==> src/rtl/gds_pkg.sv <==
package gds_pkg;

  localparam int DEF_COUNT_BITS = 16;
  localparam int DEF_YEAR_BITS  = 14;
  localparam int QUEUE_DEPTH    = 2;

  localparam int DAY_BITS   = 5;
  localparam int MONTH_BITS = 4;
  localparam int FUNC_BITS  = 2;
  localparam int STAT_BITS  = 2;
  localparam int RES_BITS   = 5;

  localparam logic [RES_BITS-1:0]   RES_MOD  = 5'd25;
  localparam logic [RES_BITS-1:0]   RES_LAST = 5'd24;
  localparam logic [MONTH_BITS-1:0] MON_JAN  = 4'd1;
  localparam logic [MONTH_BITS-1:0] MON_DEC  = 4'd12;

  // floor(y / 25) == (y * RES_RECIP) >> RES_SHIFT for any 32-bit y
  localparam logic [31:0] RES_RECIP = 32'h51EB851F;
  localparam int          RES_SHIFT = 35;

  typedef enum logic [FUNC_BITS-1:0] {
    FUNC_NEXT = 2'd0,
    FUNC_PREV = 2'd1,
    FUNC_ADD  = 2'd2,
    FUNC_SUB  = 2'd3
  } func_t;

  typedef enum logic [STAT_BITS-1:0] {
    STAT_OK       = 2'd0,
    STAT_BAD_DATE = 2'd1,
    STAT_RANGE    = 2'd2
  } status_t;

  typedef struct packed {
    logic fwd;
    logic bad;
  } entry_flags_t;

  function automatic int entry_bits(input int count_bits, input int year_bits);
    entry_bits = count_bits + RES_BITS + year_bits + MONTH_BITS + DAY_BITS
                 + $bits(entry_flags_t);
  endfunction

  // year mod 400 == 0 is year mod 16 == 0 and year mod 25 == 0
  function automatic logic is_leap(input logic [3:0] year_low, input logic res_zero);
    is_leap = (year_low[1:0] == 2'd0 && !res_zero) || (year_low == 4'd0 && res_zero);
  endfunction

  function automatic logic [DAY_BITS-1:0] month_days(input logic [MONTH_BITS-1:0] m,
                                                     input logic leap);
    case (m)
      4'd1, 4'd3, 4'd5, 4'd7, 4'd8, 4'd10, 4'd12: month_days = 5'd31;
      4'd4, 4'd6, 4'd9, 4'd11:                    month_days = 5'd30;
      default:                                    month_days = leap ? 5'd29 : 5'd28;
    endcase
  endfunction

  function automatic logic [RES_BITS-1:0] res_inc(input logic [RES_BITS-1:0] r);
    res_inc = (r == RES_LAST) ? '0 : r + 1'b1;
  endfunction

  function automatic logic [RES_BITS-1:0] res_dec(input logic [RES_BITS-1:0] r);
    res_dec = (r == '0) ? RES_LAST : r - 1'b1;
  endfunction

endpackage

==> src/rtl/gds_queue.sv <==
module gds_queue
  import gds_pkg::*;
#(
  parameter int WIDTH = 8,
  parameter int DEPTH = QUEUE_DEPTH
) (
  input  logic             clk,
  input  logic             rst,
  input  logic             wr_valid,
  output logic             wr_ready,
  input  logic [WIDTH-1:0] wr_data,
  output logic             rd_valid,
  input  logic             rd_ready,
  output logic [WIDTH-1:0] rd_data
);

  localparam int PTR_W = $clog2(DEPTH);
  localparam int CNT_W = $clog2(DEPTH + 1);

  logic [WIDTH-1:0] mem [DEPTH];
  logic [PTR_W-1:0] wptr;
  logic [PTR_W-1:0] rptr;
  logic [CNT_W-1:0] cnt;
  logic             wr;
  logic             rd;

  assign wr_ready = (cnt != CNT_W'(DEPTH));
  assign rd_valid = (cnt != '0);
  assign rd_data  = mem[rptr];
  assign wr       = wr_valid && wr_ready;
  assign rd       = rd_valid && rd_ready;

  always_ff @(posedge clk) begin
    if (rst) begin
      wptr <= '0;
      rptr <= '0;
      cnt  <= '0;
    end else begin
      if (wr) begin
        mem[wptr] <= wr_data;
        wptr      <= (wptr == PTR_W'(DEPTH - 1)) ? '0 : wptr + 1'b1;
      end
      if (rd) begin
        rptr <= (rptr == PTR_W'(DEPTH - 1)) ? '0 : rptr + 1'b1;
      end
      if (wr && !rd) begin
        cnt <= cnt + 1'b1;
      end else if (rd && !wr) begin
        cnt <= cnt - 1'b1;
      end
    end
  end

  a_cnt_bound: assert property (@(posedge clk) disable iff (rst)
    cnt <= CNT_W'(DEPTH)) else $error("queue count beyond depth");

  a_cnt_track: assert property (@(posedge clk) disable iff (rst)
    (wr && !rd) |=> cnt == $past(cnt) + 1'b1) else $error("queue count lost a write");

endmodule

==> src/rtl/gds_front.sv <==
module gds_front
  import gds_pkg::*;
#(
  parameter int COUNT_BITS = DEF_COUNT_BITS,
  parameter int YEAR_BITS  = DEF_YEAR_BITS
) (
  input  logic                                          clk,
  input  logic                                          rst,
  input  logic                                          in_valid,
  output logic                                          in_ready,
  input  logic [FUNC_BITS-1:0]                          in_func,
  input  logic [DAY_BITS-1:0]                           in_day,
  input  logic [MONTH_BITS-1:0]                         in_month,
  input  logic [YEAR_BITS-1:0]                          in_year,
  input  logic [COUNT_BITS-1:0]                         in_count,
  output logic                                          q_valid,
  input  logic                                          q_ready,
  output logic [entry_bits(COUNT_BITS, YEAR_BITS)-1:0]  q_data
);

  localparam int QUOT_W = 64 - RES_SHIFT;

  typedef enum logic [3:0] {
    F_IDLE = 4'b0001,
    F_QUOT = 4'b0010,
    F_MOD  = 4'b0100,
    F_PUSH = 4'b1000
  } front_state_t;

  front_state_t            state;
  func_t                   func_r;
  logic [DAY_BITS-1:0]     day_r;
  logic [MONTH_BITS-1:0]   mon_r;
  logic [YEAR_BITS-1:0]    year_r;
  logic [COUNT_BITS-1:0]   cnt_r;
  logic [31:0]             year_w;
  logic [63:0]             prod;
  logic [QUOT_W-1:0]       quot;
  logic [31:0]             quot25;
  logic [RES_BITS-1:0]     res;
  logic                    leap;
  logic [COUNT_BITS-1:0]   step_cnt;
  entry_flags_t            flags;

  assign in_ready = (state == F_IDLE);
  assign q_valid  = (state == F_PUSH);

  assign year_w    = 32'(year_r);
  assign prod      = 64'(year_w) * 64'(RES_RECIP);
  assign quot25    = 32'(quot) * 32'd25;

  assign leap      = is_leap(year_r[3:0], res == '0);
  assign flags.fwd = (func_r == FUNC_NEXT) || (func_r == FUNC_ADD);
  assign flags.bad = (mon_r < MON_JAN) || (mon_r > MON_DEC) || (day_r == '0)
                     || (day_r > month_days(mon_r, leap));
  assign step_cnt  = (func_r == FUNC_NEXT || func_r == FUNC_PREV) ? COUNT_BITS'(1) : cnt_r;
  assign q_data    = {step_cnt, res, year_r, mon_r, day_r, flags};

  always_ff @(posedge clk) begin
    if (rst) begin
      state <= F_IDLE;
    end else begin
      case (state)
        F_IDLE: begin
          if (in_valid) state <= F_QUOT;
        end
        F_QUOT: begin
          state <= F_MOD;
        end
        F_MOD: begin
          state <= F_PUSH;
        end
        F_PUSH: begin
          if (q_ready) state <= F_IDLE;
        end
        default: state <= F_IDLE;
      endcase
    end
  end

  // year mod 25: reciprocal multiply for the quotient, then subtract
  always_ff @(posedge clk) begin
    if (state == F_IDLE && in_valid) begin
      func_r <= func_t'(in_func);
      day_r  <= in_day;
      mon_r  <= in_month;
      year_r <= in_year;
      cnt_r  <= in_count;
    end else if (state == F_QUOT) begin
      quot <= prod[63:RES_SHIFT];
    end else if (state == F_MOD) begin
      res <= RES_BITS'(year_w - quot25);
    end
  end

  a_res_range: assert property (@(posedge clk) disable iff (rst)
    state == F_PUSH |-> res < RES_MOD) else $error("year residue out of range");

endmodule

==> src/rtl/gds_walk.sv <==
module gds_walk
  import gds_pkg::*;
#(
  parameter int COUNT_BITS = DEF_COUNT_BITS,
  parameter int YEAR_BITS  = DEF_YEAR_BITS
) (
  input  logic                                          clk,
  input  logic                                          rst,
  input  logic                                          q_valid,
  output logic                                          q_ready,
  input  logic [entry_bits(COUNT_BITS, YEAR_BITS)-1:0]  q_data,
  output logic                                          out_valid,
  input  logic                                          out_ready,
  output logic [DAY_BITS-1:0]                           out_day,
  output logic [MONTH_BITS-1:0]                         out_month,
  output logic [YEAR_BITS-1:0]                          out_year,
  output status_t                                       out_status
);

  localparam int AW = ((COUNT_BITS > DAY_BITS) ? COUNT_BITS : DAY_BITS) + 1;

  typedef enum logic [4:0] {
    W_IDLE  = 5'b00001,
    W_START = 5'b00010,
    W_FWD   = 5'b00100,
    W_BWD   = 5'b01000,
    W_DONE  = 5'b10000
  } walk_state_t;

  walk_state_t             state;
  logic [COUNT_BITS-1:0]   e_count;
  logic [RES_BITS-1:0]     e_res;
  logic [YEAR_BITS-1:0]    e_year;
  logic [MONTH_BITS-1:0]   e_mon;
  logic [DAY_BITS-1:0]     e_day;
  entry_flags_t            e_flags;

  logic                    fwd;
  logic [AW-1:0]           acc;
  logic [AW-1:0]           kreg;
  logic [MONTH_BITS-1:0]   mon;
  logic [YEAR_BITS-1:0]    year;
  logic [RES_BITS-1:0]     res;
  status_t                 stat;

  logic [AW-1:0]           md;
  logic                    fwd_fail;
  logic [MONTH_BITS-1:0]   mon_up;
  logic [YEAR_BITS-1:0]    year_up;
  logic [RES_BITS-1:0]     res_up;
  logic                    back_fail;
  logic [MONTH_BITS-1:0]   mon_dn;
  logic [YEAR_BITS-1:0]    year_dn;
  logic [RES_BITS-1:0]     res_dn;
  logic                    out_load;

  assign {e_count, e_res, e_year, e_mon, e_day, e_flags} = q_data;

  assign q_ready  = (state == W_IDLE);
  assign out_load = (state == W_DONE) && (!out_valid || out_ready);

  assign md = AW'(month_days(mon, is_leap(year[3:0], res == '0)));

  assign fwd_fail = (mon == MON_DEC) && (year == '1);
  assign mon_up   = (mon == MON_DEC) ? MON_JAN : mon + 1'b1;
  assign year_up  = (mon == MON_DEC) ? year + 1'b1 : year;
  assign res_up   = (mon == MON_DEC) ? res_inc(res) : res;

  assign back_fail = (mon == MON_JAN) && (year == '0);
  assign mon_dn    = (mon == MON_JAN) ? MON_DEC : mon - 1'b1;
  assign year_dn   = (mon == MON_JAN) ? year - 1'b1 : year;
  assign res_dn    = (mon == MON_JAN) ? res_dec(res) : res;

  always_ff @(posedge clk) begin
    if (rst) begin
      state     <= W_IDLE;
      out_valid <= 1'b0;
    end else begin
      if (out_load) begin
        out_valid <= 1'b1;
      end else if (out_ready) begin
        out_valid <= 1'b0;
      end
      case (state)
        W_IDLE: begin
          if (q_valid) begin
            fwd   <= e_flags.fwd;
            acc   <= AW'(e_day);
            kreg  <= AW'(e_count);
            mon   <= e_mon;
            year  <= e_year;
            res   <= e_res;
            stat  <= e_flags.bad ? STAT_BAD_DATE : STAT_OK;
            state <= e_flags.bad ? W_DONE : W_START;
          end
        end
        W_START: begin
          if (fwd) begin
            acc   <= acc + kreg;
            state <= W_FWD;
          end else if (acc > kreg) begin
            acc   <= acc - kreg;
            state <= W_DONE;
          end else if (back_fail) begin
            stat  <= STAT_RANGE;
            state <= W_DONE;
          end else begin
            acc   <= kreg - acc;
            mon   <= mon_dn;
            year  <= year_dn;
            res   <= res_dn;
            state <= W_BWD;
          end
        end
        W_FWD: begin
          if (acc > md) begin
            acc <= acc - md;
            if (fwd_fail) begin
              stat  <= STAT_RANGE;
              state <= W_DONE;
            end else begin
              mon  <= mon_up;
              year <= year_up;
              res  <= res_up;
            end
          end else begin
            state <= W_DONE;
          end
        end
        W_BWD: begin
          if (acc >= md) begin
            acc <= acc - md;
            if (back_fail) begin
              stat  <= STAT_RANGE;
              state <= W_DONE;
            end else begin
              mon  <= mon_dn;
              year <= year_dn;
              res  <= res_dn;
            end
          end else begin
            acc   <= md - acc;
            state <= W_DONE;
          end
        end
        W_DONE: begin
          if (out_load) state <= W_IDLE;
        end
        default: state <= W_IDLE;
      endcase
    end
  end

  always_ff @(posedge clk) begin
    if (out_load) begin
      if (stat == STAT_OK) begin
        out_day   <= acc[DAY_BITS-1:0];
        out_month <= mon;
        out_year  <= year;
      end else begin
        out_day   <= '0;
        out_month <= '0;
        out_year  <= '0;
      end
      out_status <= stat;
    end
  end

  a_month_live: assert property (@(posedge clk) disable iff (rst)
    (state == W_FWD || state == W_BWD) |-> (mon >= MON_JAN && mon <= MON_DEC))
    else $error("month left 1..12 during walk");

  a_day_final: assert property (@(posedge clk) disable iff (rst)
    (state == W_DONE && stat == STAT_OK) |-> (acc != '0 && acc <= AW'(31)))
    else $error("final day out of range");

  a_res_live: assert property (@(posedge clk) disable iff (rst)
    (state == W_FWD || state == W_BWD) |-> res < RES_MOD)
    else $error("year residue out of range during walk");

endmodule

==> src/rtl/gregorian_date_stepper_top.sv <==
// Gregorian date stepper: each request carries a date, an operation in tuser (next day,
// previous day, add or subtract the count) and a day count, and yields one result
// with a status in tuser (ok, invalid input date, result year out of range; the date
// reads zero unless ok). The front takes a request, finds the year modulo 25 for the
// leap rule by a reciprocal multiply (quotient register, then residue register) and
// checks the date; a two-entry queue hands it to the back, which walks one month per
// cycle. The back's time per item grows with the months crossed (a count of 65535 days
// crosses about 2153 months), and the front and back overlap, so that month walk sets
// the rate. Results wait in an output register while the next request is taken.
module gregorian_date_stepper_top
  import gds_pkg::*;
#(
  parameter int COUNT_BITS = DEF_COUNT_BITS,
  parameter int YEAR_BITS  = DEF_YEAR_BITS
) (
  input  logic                                                   clk,
  input  logic                                                   rst,
  input  logic                                                   s_axis_tvalid,
  output logic                                                   s_axis_tready,
  // in_day, in_month, in_year, day_count
  input  logic [((DAY_BITS+MONTH_BITS+YEAR_BITS+COUNT_BITS+7)/8)*8-1:0] s_axis_tdata,
  // func
  input  logic [FUNC_BITS-1:0]                                   s_axis_tuser,
  output logic                                                   m_axis_tvalid,
  input  logic                                                   m_axis_tready,
  // out_day, out_month, out_year
  output logic [((DAY_BITS+MONTH_BITS+YEAR_BITS+7)/8)*8-1:0]     m_axis_tdata,
  // status
  output logic [STAT_BITS-1:0]                                   m_axis_tuser
);

  localparam int OUT_W   = ((DAY_BITS + MONTH_BITS + YEAR_BITS + 7) / 8) * 8;
  localparam int ENTRY_W = entry_bits(COUNT_BITS, YEAR_BITS);
  localparam int MON_LO  = DAY_BITS;
  localparam int YEAR_LO = MON_LO + MONTH_BITS;
  localparam int CNT_LO  = YEAR_LO + YEAR_BITS;

  logic                  qw_valid;
  logic                  qw_ready;
  logic [ENTRY_W-1:0]    qw_data;
  logic                  qr_valid;
  logic                  qr_ready;
  logic [ENTRY_W-1:0]    qr_data;
  logic [DAY_BITS-1:0]   out_day;
  logic [MONTH_BITS-1:0] out_month;
  logic [YEAR_BITS-1:0]  out_year;
  status_t               out_status;

  gds_front #(
    .COUNT_BITS (COUNT_BITS),
    .YEAR_BITS  (YEAR_BITS)
  ) u_front (
    .clk      (clk),
    .rst      (rst),
    .in_valid (s_axis_tvalid),
    .in_ready (s_axis_tready),
    .in_func  (s_axis_tuser),
    .in_day   (s_axis_tdata[DAY_BITS-1:0]),
    .in_month (s_axis_tdata[YEAR_LO-1:MON_LO]),
    .in_year  (s_axis_tdata[CNT_LO-1:YEAR_LO]),
    .in_count (s_axis_tdata[CNT_LO+COUNT_BITS-1:CNT_LO]),
    .q_valid  (qw_valid),
    .q_ready  (qw_ready),
    .q_data   (qw_data)
  );

  gds_queue #(
    .WIDTH (ENTRY_W),
    .DEPTH (QUEUE_DEPTH)
  ) u_queue (
    .clk      (clk),
    .rst      (rst),
    .wr_valid (qw_valid),
    .wr_ready (qw_ready),
    .wr_data  (qw_data),
    .rd_valid (qr_valid),
    .rd_ready (qr_ready),
    .rd_data  (qr_data)
  );

  gds_walk #(
    .COUNT_BITS (COUNT_BITS),
    .YEAR_BITS  (YEAR_BITS)
  ) u_walk (
    .clk        (clk),
    .rst        (rst),
    .q_valid    (qr_valid),
    .q_ready    (qr_ready),
    .q_data     (qr_data),
    .out_valid  (m_axis_tvalid),
    .out_ready  (m_axis_tready),
    .out_day    (out_day),
    .out_month  (out_month),
    .out_year   (out_year),
    .out_status (out_status)
  );

  assign m_axis_tdata = OUT_W'({out_year, out_month, out_day});
  assign m_axis_tuser = out_status;

endmodule
==> config.mk <==
export PLATFORM = sky130hd
export DESIGN_NAME = gregorian_date_stepper_top
export DESIGN_NICKNAME = d
export VERILOG_FILES = /design/src/rtl/gds_pkg.sv /design/src/rtl/gds_queue.sv /design/src/rtl/gds_front.sv /design/src/rtl/gds_walk.sv /design/src/rtl/gregorian_date_stepper_top.sv
export SDC_FILE = /design/constraint.sdc
export NUM_CORES = 1
export LEC_CHECK = 0
export ABC_AREA = 1
export BUFFER_PORTS_ARGS = -buffer_cell sky130_fd_sc_hd__clkbuf_2
export CELL_PAD_IN_SITES_DETAIL_PLACEMENT = 0
export CELL_PAD_IN_SITES_GLOBAL_PLACEMENT = 1
export CORE_MARGIN = 4
export CORE_UTILIZATION = 51
export CTS_BUF_LIST = sky130_fd_sc_hd__clkbuf_8
export CTS_CLUSTER_DIAMETER = 50
export DETAILED_ROUTE_END_ITERATION = 10
export GPL_TIMING_DRIVEN = 0
export HOLD_SLACK_MARGIN = 0.02
export PLACE_DENSITY = 0.95
export SYNTH_ARGS = -nofsm -noshare
export SYNTH_HDL_FRONTEND = slang
export SYNTH_HIERARCHICAL = 1
export SYNTH_SLANG_ARGS = --single-unit
==> constraint.sdc <==
create_clock -name clk -period 7.24 [get_ports clk]
set_input_delay 1.086 -clock clk [delete_from_list [all_inputs] [get_ports clk]]
set_output_delay 1.086 -clock clk [all_outputs]
set_load 0.05 [all_outputs]
==> results.toml, run 1 <==
[drt]
vias = 16400
drt_pass1_iterations = 7
drc_errors = 0
post_drt_wl_per_cell_um = 17.4
postRouteWirelength_mm = 54.0
vias_per_cell = 5.30
drt_iter0_markers = 1260
route.antenna.remaining_nets = 0

[setup_path]
setup.worst_path.end = "u_front/quot[1]"
arrival_ps = 6060
startpoint_type = "register"
rr_endpoint = "u_front/quot[1]"
path_cells = "inv_1 -> ha_1 -> inv_1 -> fa_1 -> inv_1 -> fa_1 -> fa_1 -> fa_1 -> fa_1 -> ha_1 -> nand2_1 -> nor2_1 -> nand3_1 -> nor2_1 -> nand3_1 -> nand2_1 -> nor2_1 -> nand3_1 -> nand2_1"
reg2reg_depth = 19
rrSetupSlack_ps = 1460
end_kind = "register"
worstPathMaxFanout = 11
required_ps = 7520
cpMaxStageDelayCell = "edfxtp_1"
critPathKind = "reg -> reg"
slowest_delay_ps = 780
startpoint = "u_front/year_r[3]"
cpMostUsedCell = "fa_1"
rr_startpoint = "u_front/year_r[3]"

[global_route]
grt_overflow = 0
grt_pass1_vias = 16700
grt_pass1_wl_mm = 86.0
grt_max_degree = 34
antenna_found_initial = 0
grt_usage = 0.240

[sta]
slew_violations = 0
relSlewSlack = 0.322
fin_crit_ps = 5780
rsz0062_at_grt = "false"
skew_ps = 37.6
worstMarginPinSlew_ps = 1010
setup_viol_count_final = 0
fmax_ghz = 0.173
period_share = 0.799
final_hold_viol_count = 0
tns_ps = 0

[finish]
multi_input_area_um2 = 12100
final_cell_area_um2 = 23500
register_area_um2 = 7120
final_net_count = 2934
area_growth_pct = 9.76
drive_gt1_frac = 0.112
fillers = 3596

[yosys]
yosys.area.top_type = "edfxtp_1"
netlist.area_leader.share = 0.319
synthTopCellsByArea = "edfxtp_1, ha_1, fa_1"
async_flop_share = 0
synth-seq-area-share = 0.333
syn_area_per_cell_um2 = 8.88
synth.most_common_cell = "nand2_1"
synthFlopType = "edfxtp_1"
syn_inst = 2406
post_synth_most_frequent_cells = "nand2_1, inv_1, ha_1, edfxtp_1, nor2_1"
netlist_area_um2 = 21400
synth_nets = 2811
synth_seq_cells = 242
yosys_warnings = 6
synth_edf_count = 227
synth_cell_type_count = 59

[clock_tree]
clockBufferDepth = 3
clock_sinks = 242
clock_latency_ps = 570
cts_hold_buf = 0
cts_buffers = 41
clk_pin_slew_ps = 60
postCtsResizedCells = 0
post_cts_buffers = 0
tritoncts = "built"
cts_root_buf = "clkbuf_8"
cts-htree-levels = 2

[hold_path]
min_path_type = "reg -> reg"
hp-start = "u_walk/stat[0]"

[placement]
portBuffers = 71
dp_hpwl_mm = 44.1
placed_cell_area_um2 = 22600
gp_congestion = 1.03

[floorplan]
die_x_um = 213
row_count = 74
dieArea_um2 = 45200
ios = 74
core_um2 = 41100
die_height_um = 213
initial_core_util = 0.520

[status]
status = "complete, no violations"

[run]
drv_cap = 0
[cells in the final DEF, fill, tap and decap left out, types with 13 or more instances in the layout]
cell type | netlist | final
nand2_1 | 519 | 519
nor3_1 | 26 | 24
nand3_1 | 126 | 126
clkbuf_2 | 0 | 71
o21ai_0 | 58 | 58
clkbuf_8 | 1 | 44
fa_1 | 131 | 131
nor2_2 | 11 | 13
nand4_1 | 29 | 29
xor2_1 | 56 | 56
a21oi_1 | 98 | 98
mux2_4 | 40 | 40
inv_1 | 486 | 495
edfxtp_1 | 227 | 227
ha_1 | 228 | 228
dfxtp_1 | 15 | 15
buf_4 | 15 | 15
xnor2_1 | 13 | 13
nor2_1 | 168 | 164
[layer usage]
layer	wire length, um	part of all wire	global-route usage
met4	1950	0.036	0.0902
met2	26300	0.49	0.415
met3	3290	0.061	0.0266
met5	0	0	0
met1	22400	0.42	0.313
[state kept, by name, summed over array words and instances, names as in the netlist, 2 cells and up, named ones only]
register           flops
u_walk/out_year       14
u_front/day_r          5
u_walk/out_month       4
u_front/cnt_r         16
u_front/func_r         2
u_front/state          4
u_walk/mon             4
u_queue/mem           92
u_walk/kreg           16
u_front/res            5
u_front/quot           5
u_queue/cnt            2
u_walk/stat            2
u_walk/out_day         5
u_walk/year           14
u_walk/state           5
u_front/mon_r          4
u_walk/out_status      2
u_walk/res             5
u_walk/acc            17
u_front/year_r        14
[cell families after synthesis]
kind of cell | count (synthesis) | share of synthesized area
buffers and inverters | 536 | 0.103
muxes | 46 | 0.0313
adders and majority gates | 359 | 0.256
and+or+nand+nor | 931 | 0.188
xor gates and xnor gates | 69 | 0.0283
AOI/OAI and AO/OA | 222 | 0.0599
DFF | 242 | 0.333
other | 1 | 0.000176
[metrics by stage]
| step | util | worst slack (ps) | hold slack [ps] | instances |
|---|---|---|---|---|
| detailed placement | 0.549 | 1510 | 428 | 3018 |
| global placement | 0.545 | 605 | 425 | 3009 |
| global route | 0.570 | 1170 | 471 | 3094 |
| finish | 0.570 | 1460 | 442 | 3095 |
| floorplan | - | 2070 | 417 | 2406 |
| CTS | 0.570 | 1480 | 442 | 3094 |
[critical path, delay by kind of cell, from the launching register on]
family / cells / cell delay, ps
adder cells (fa/ha/maj): 7 / 3320
buffers and inverters: 3 / 430
flip-flops: 1 / 780
AND/OR/NAND/NOR: 9 / 960
[layout make-up]
cell class	instances	share of cell area
Sequential cell	242	0.303
Buffer	42	0.0144
Antenna cell	1	0.000107
Tap cell	532	0.0284
Timing Repair Buffer	80	0.0212
Clock buffer	43	0.0252
Inverter	494	0.0791
Multi-Input combinational cell	1628	0.516
Clock inverter	33	0.0124
[how the worst min path moves through the flow]
| stage | endpoint | cells past startpoint |
|---|---|---|
| floorplan | u_walk/out_status[0] | 0 |
| global placement | u_walk/out_status[0] | 0 |
| detailed placement | u_walk/out_status[0] | 0 |
| CTS | u_walk/out_status[0] | 0 |
| global route | u_walk/out_status[1] | 0 |
| finish | u_walk/out_status[0] | 0 |
Power of run 1 is left out: the tool's default activity adds up to more than one toggle a clock period on the data nets, which glitch-free logic cannot reach.
==> run 2: changes to the inputs <==
Clock period 7.24 ns to 5.8 ns, I/O delays scaled along.
==> run 2 against run 1 <==
Against the previous run:
- final cell count grew 0.68%
- sequential share of layout area shrank 0.21 points
- count of clock-buffer cells in the layout is the same
- largest cell class unchanged
- fmax grew 4.5%
- sequential cell count is the same
- design area grew 0.68%
- highest routed layer unchanged
- hold slack is essentially flat
- core utilization grew 0.39 points
- global-route usage is the same
- die area is the same
- critical path depth grew 1
==> results.toml, run 2 (synthesized netlist as in run 1, its figures left out) <==
[sta]
setup_viol_count_final = 0
fmax_ghz = 0.181
final_hold_viol_count = 0
rsz0062_at_grt = "false"
worstMarginPinSlew_ps = 1000
period_share = 0.954
tns_ps = 0
slew_violations = 0
skew_ps = 37.2
relSlewSlack = 0.328
fin_crit_ps = 5530

[setup_path]
worstPathMaxFanout = 7
critPathKind = "reg -> reg"
startpoint = "u_front/year_r[11]"
arrival_ps = 5830
rrSetupSlack_ps = 270
rr_endpoint = "u_front/quot[0]"
startpoint_type = "register"
end_kind = "register"
reg2reg_depth = 20
rr_startpoint = "u_front/year_r[11]"
setup.worst_path.end = "u_front/quot[0]"
required_ps = 6100

[drt]
post_drt_wl_per_cell_um = 17.4
drc_errors = 0
vias = 16600
route.antenna.remaining_nets = 0
drt_iter0_markers = 1250
vias_per_cell = 5.31
drt_pass1_iterations = 6
postRouteWirelength_mm = 54.3

[finish]
most-common-layout-cells = "nand2_1, inv_1, ha_1"
largest_reg_flops = 92
reg_top3 = "u_queue/mem (92), u_walk/acc (17)"
drive_gt1_frac = 0.120
final_common_cell = "nand2_1"
final_net_count = 2955
regMostFlops = "u_queue/mem"
final_cells = 3116
area_growth_pct = 10.5

[global_route]
grt_max_degree = 34
grt_pass1_wl_mm = 86.0
grt_usage = 0.240
grt_pass1_vias = 16700
antenna_found_initial = 0
grt_overflow = 0

[placement]
dp_hpwl_mm = 44.1
gp_congestion = 1.03
portBuffers = 71
placed_cells = 3018

[clock_tree]
clock_latency_ps = 570
cts_buffers = 41
clockBufferDepth = 3
clk_pin_slew_ps = 60
cts_root_buf = "clkbuf_8"
tritoncts = "built"
clock_sinks = 242
cts-htree-levels = 2

[floorplan]
ios = 74
die_height_um = 213
dieArea_um2 = 45200
core_um2 = 41100
initial_core_util = 0.520
row_count = 74
die_x_um = 213

[hold_path]
min_path_type = "reg -> reg"
hp-start = "u_walk/stat[0]"

[status]
status = "complete, no violations"

[run]
drv_cap = 0
## run 2: worst min path at each step
stage / to / slack [ps] / depth (start not counted)
final: u_walk/out_status[0] / 440 / 0
after global routing: u_front/year_r[12] / 450 / 1
after CTS: u_walk/out_status[0] / 440 / 0
after detailed placement: u_walk/out_status[0] / 430 / 0
after global placement: u_walk/out_status[0] / 420 / 0
after floorplan: u_walk/out_status[0] / 420 / 0
## run 2: metal layers
metal  GRT usage  share of wire
met1       0.313           0.42
met2       0.415           0.49
met3      0.0266          0.058
met4      0.0902          0.038
met5           0              0
## run 2: worst max-delay path, cell delays in order, from the launching register on
cell,delay (ps)
edfxtp_1,550
fa_2,630
inv_2,80
fa_1,510
inv_1,70
fa_1,530
inv_1,60
fa_1,530
inv_1,70
fa_1,570
fa_1,430
ha_1,330
nand2_1,110
nor2_1,210
nand2_1,130
nor2_1,120
nand3b_1,100
nand2_1,70
nor2_1,50
nand3_1,60
nand2_1,50
## run 2: metrics by stage
| step | util | area [um^2] | setup slack (ps) | hold WS (ps) |
|---|---|---|---|---|
| final | 0.574 | 23600 | 268 | 442 |
| after global routing | 0.574 | 23600 | 32.2 | 455 |
| after CTS | 0.570 | 23400 | 40.5 | 442 |
| after detailed placement | 0.549 | 22600 | 69.5 | 428 |
| after global placement | 0.545 | 22400 | -619 | 425 |
| after floorplan | - | 21400 | 632 | 417 |
## run 2: what timing repair did
| item | in CTS | in global routing |
|---|---|---|
| resized for setup | 0 | 2 |
| buffers inserted | 0 | 21 |
| hold buffers | 0 | 0 |
| setup endpoints to repair | 0 | 5 |
## run 2: layout make-up
| type | count | area [um^2] |
|---|---|---|
| plain buffers | 42 | 338 |
| repair buffers | 101 | 656 |
| clock inverters | 33 | 290 |
| diodes | 1 | 2.50 |
| inverters | 494 | 1850 |
| flip-flops and latches | 242 | 7120 |
| well taps | 532 | 666 |
| clock buffers | 43 | 592 |
| multi-input cells | 1628 | 12100 |
| fillers | 3563 | 17500 |
Power of run 2 is left out for the same reason.
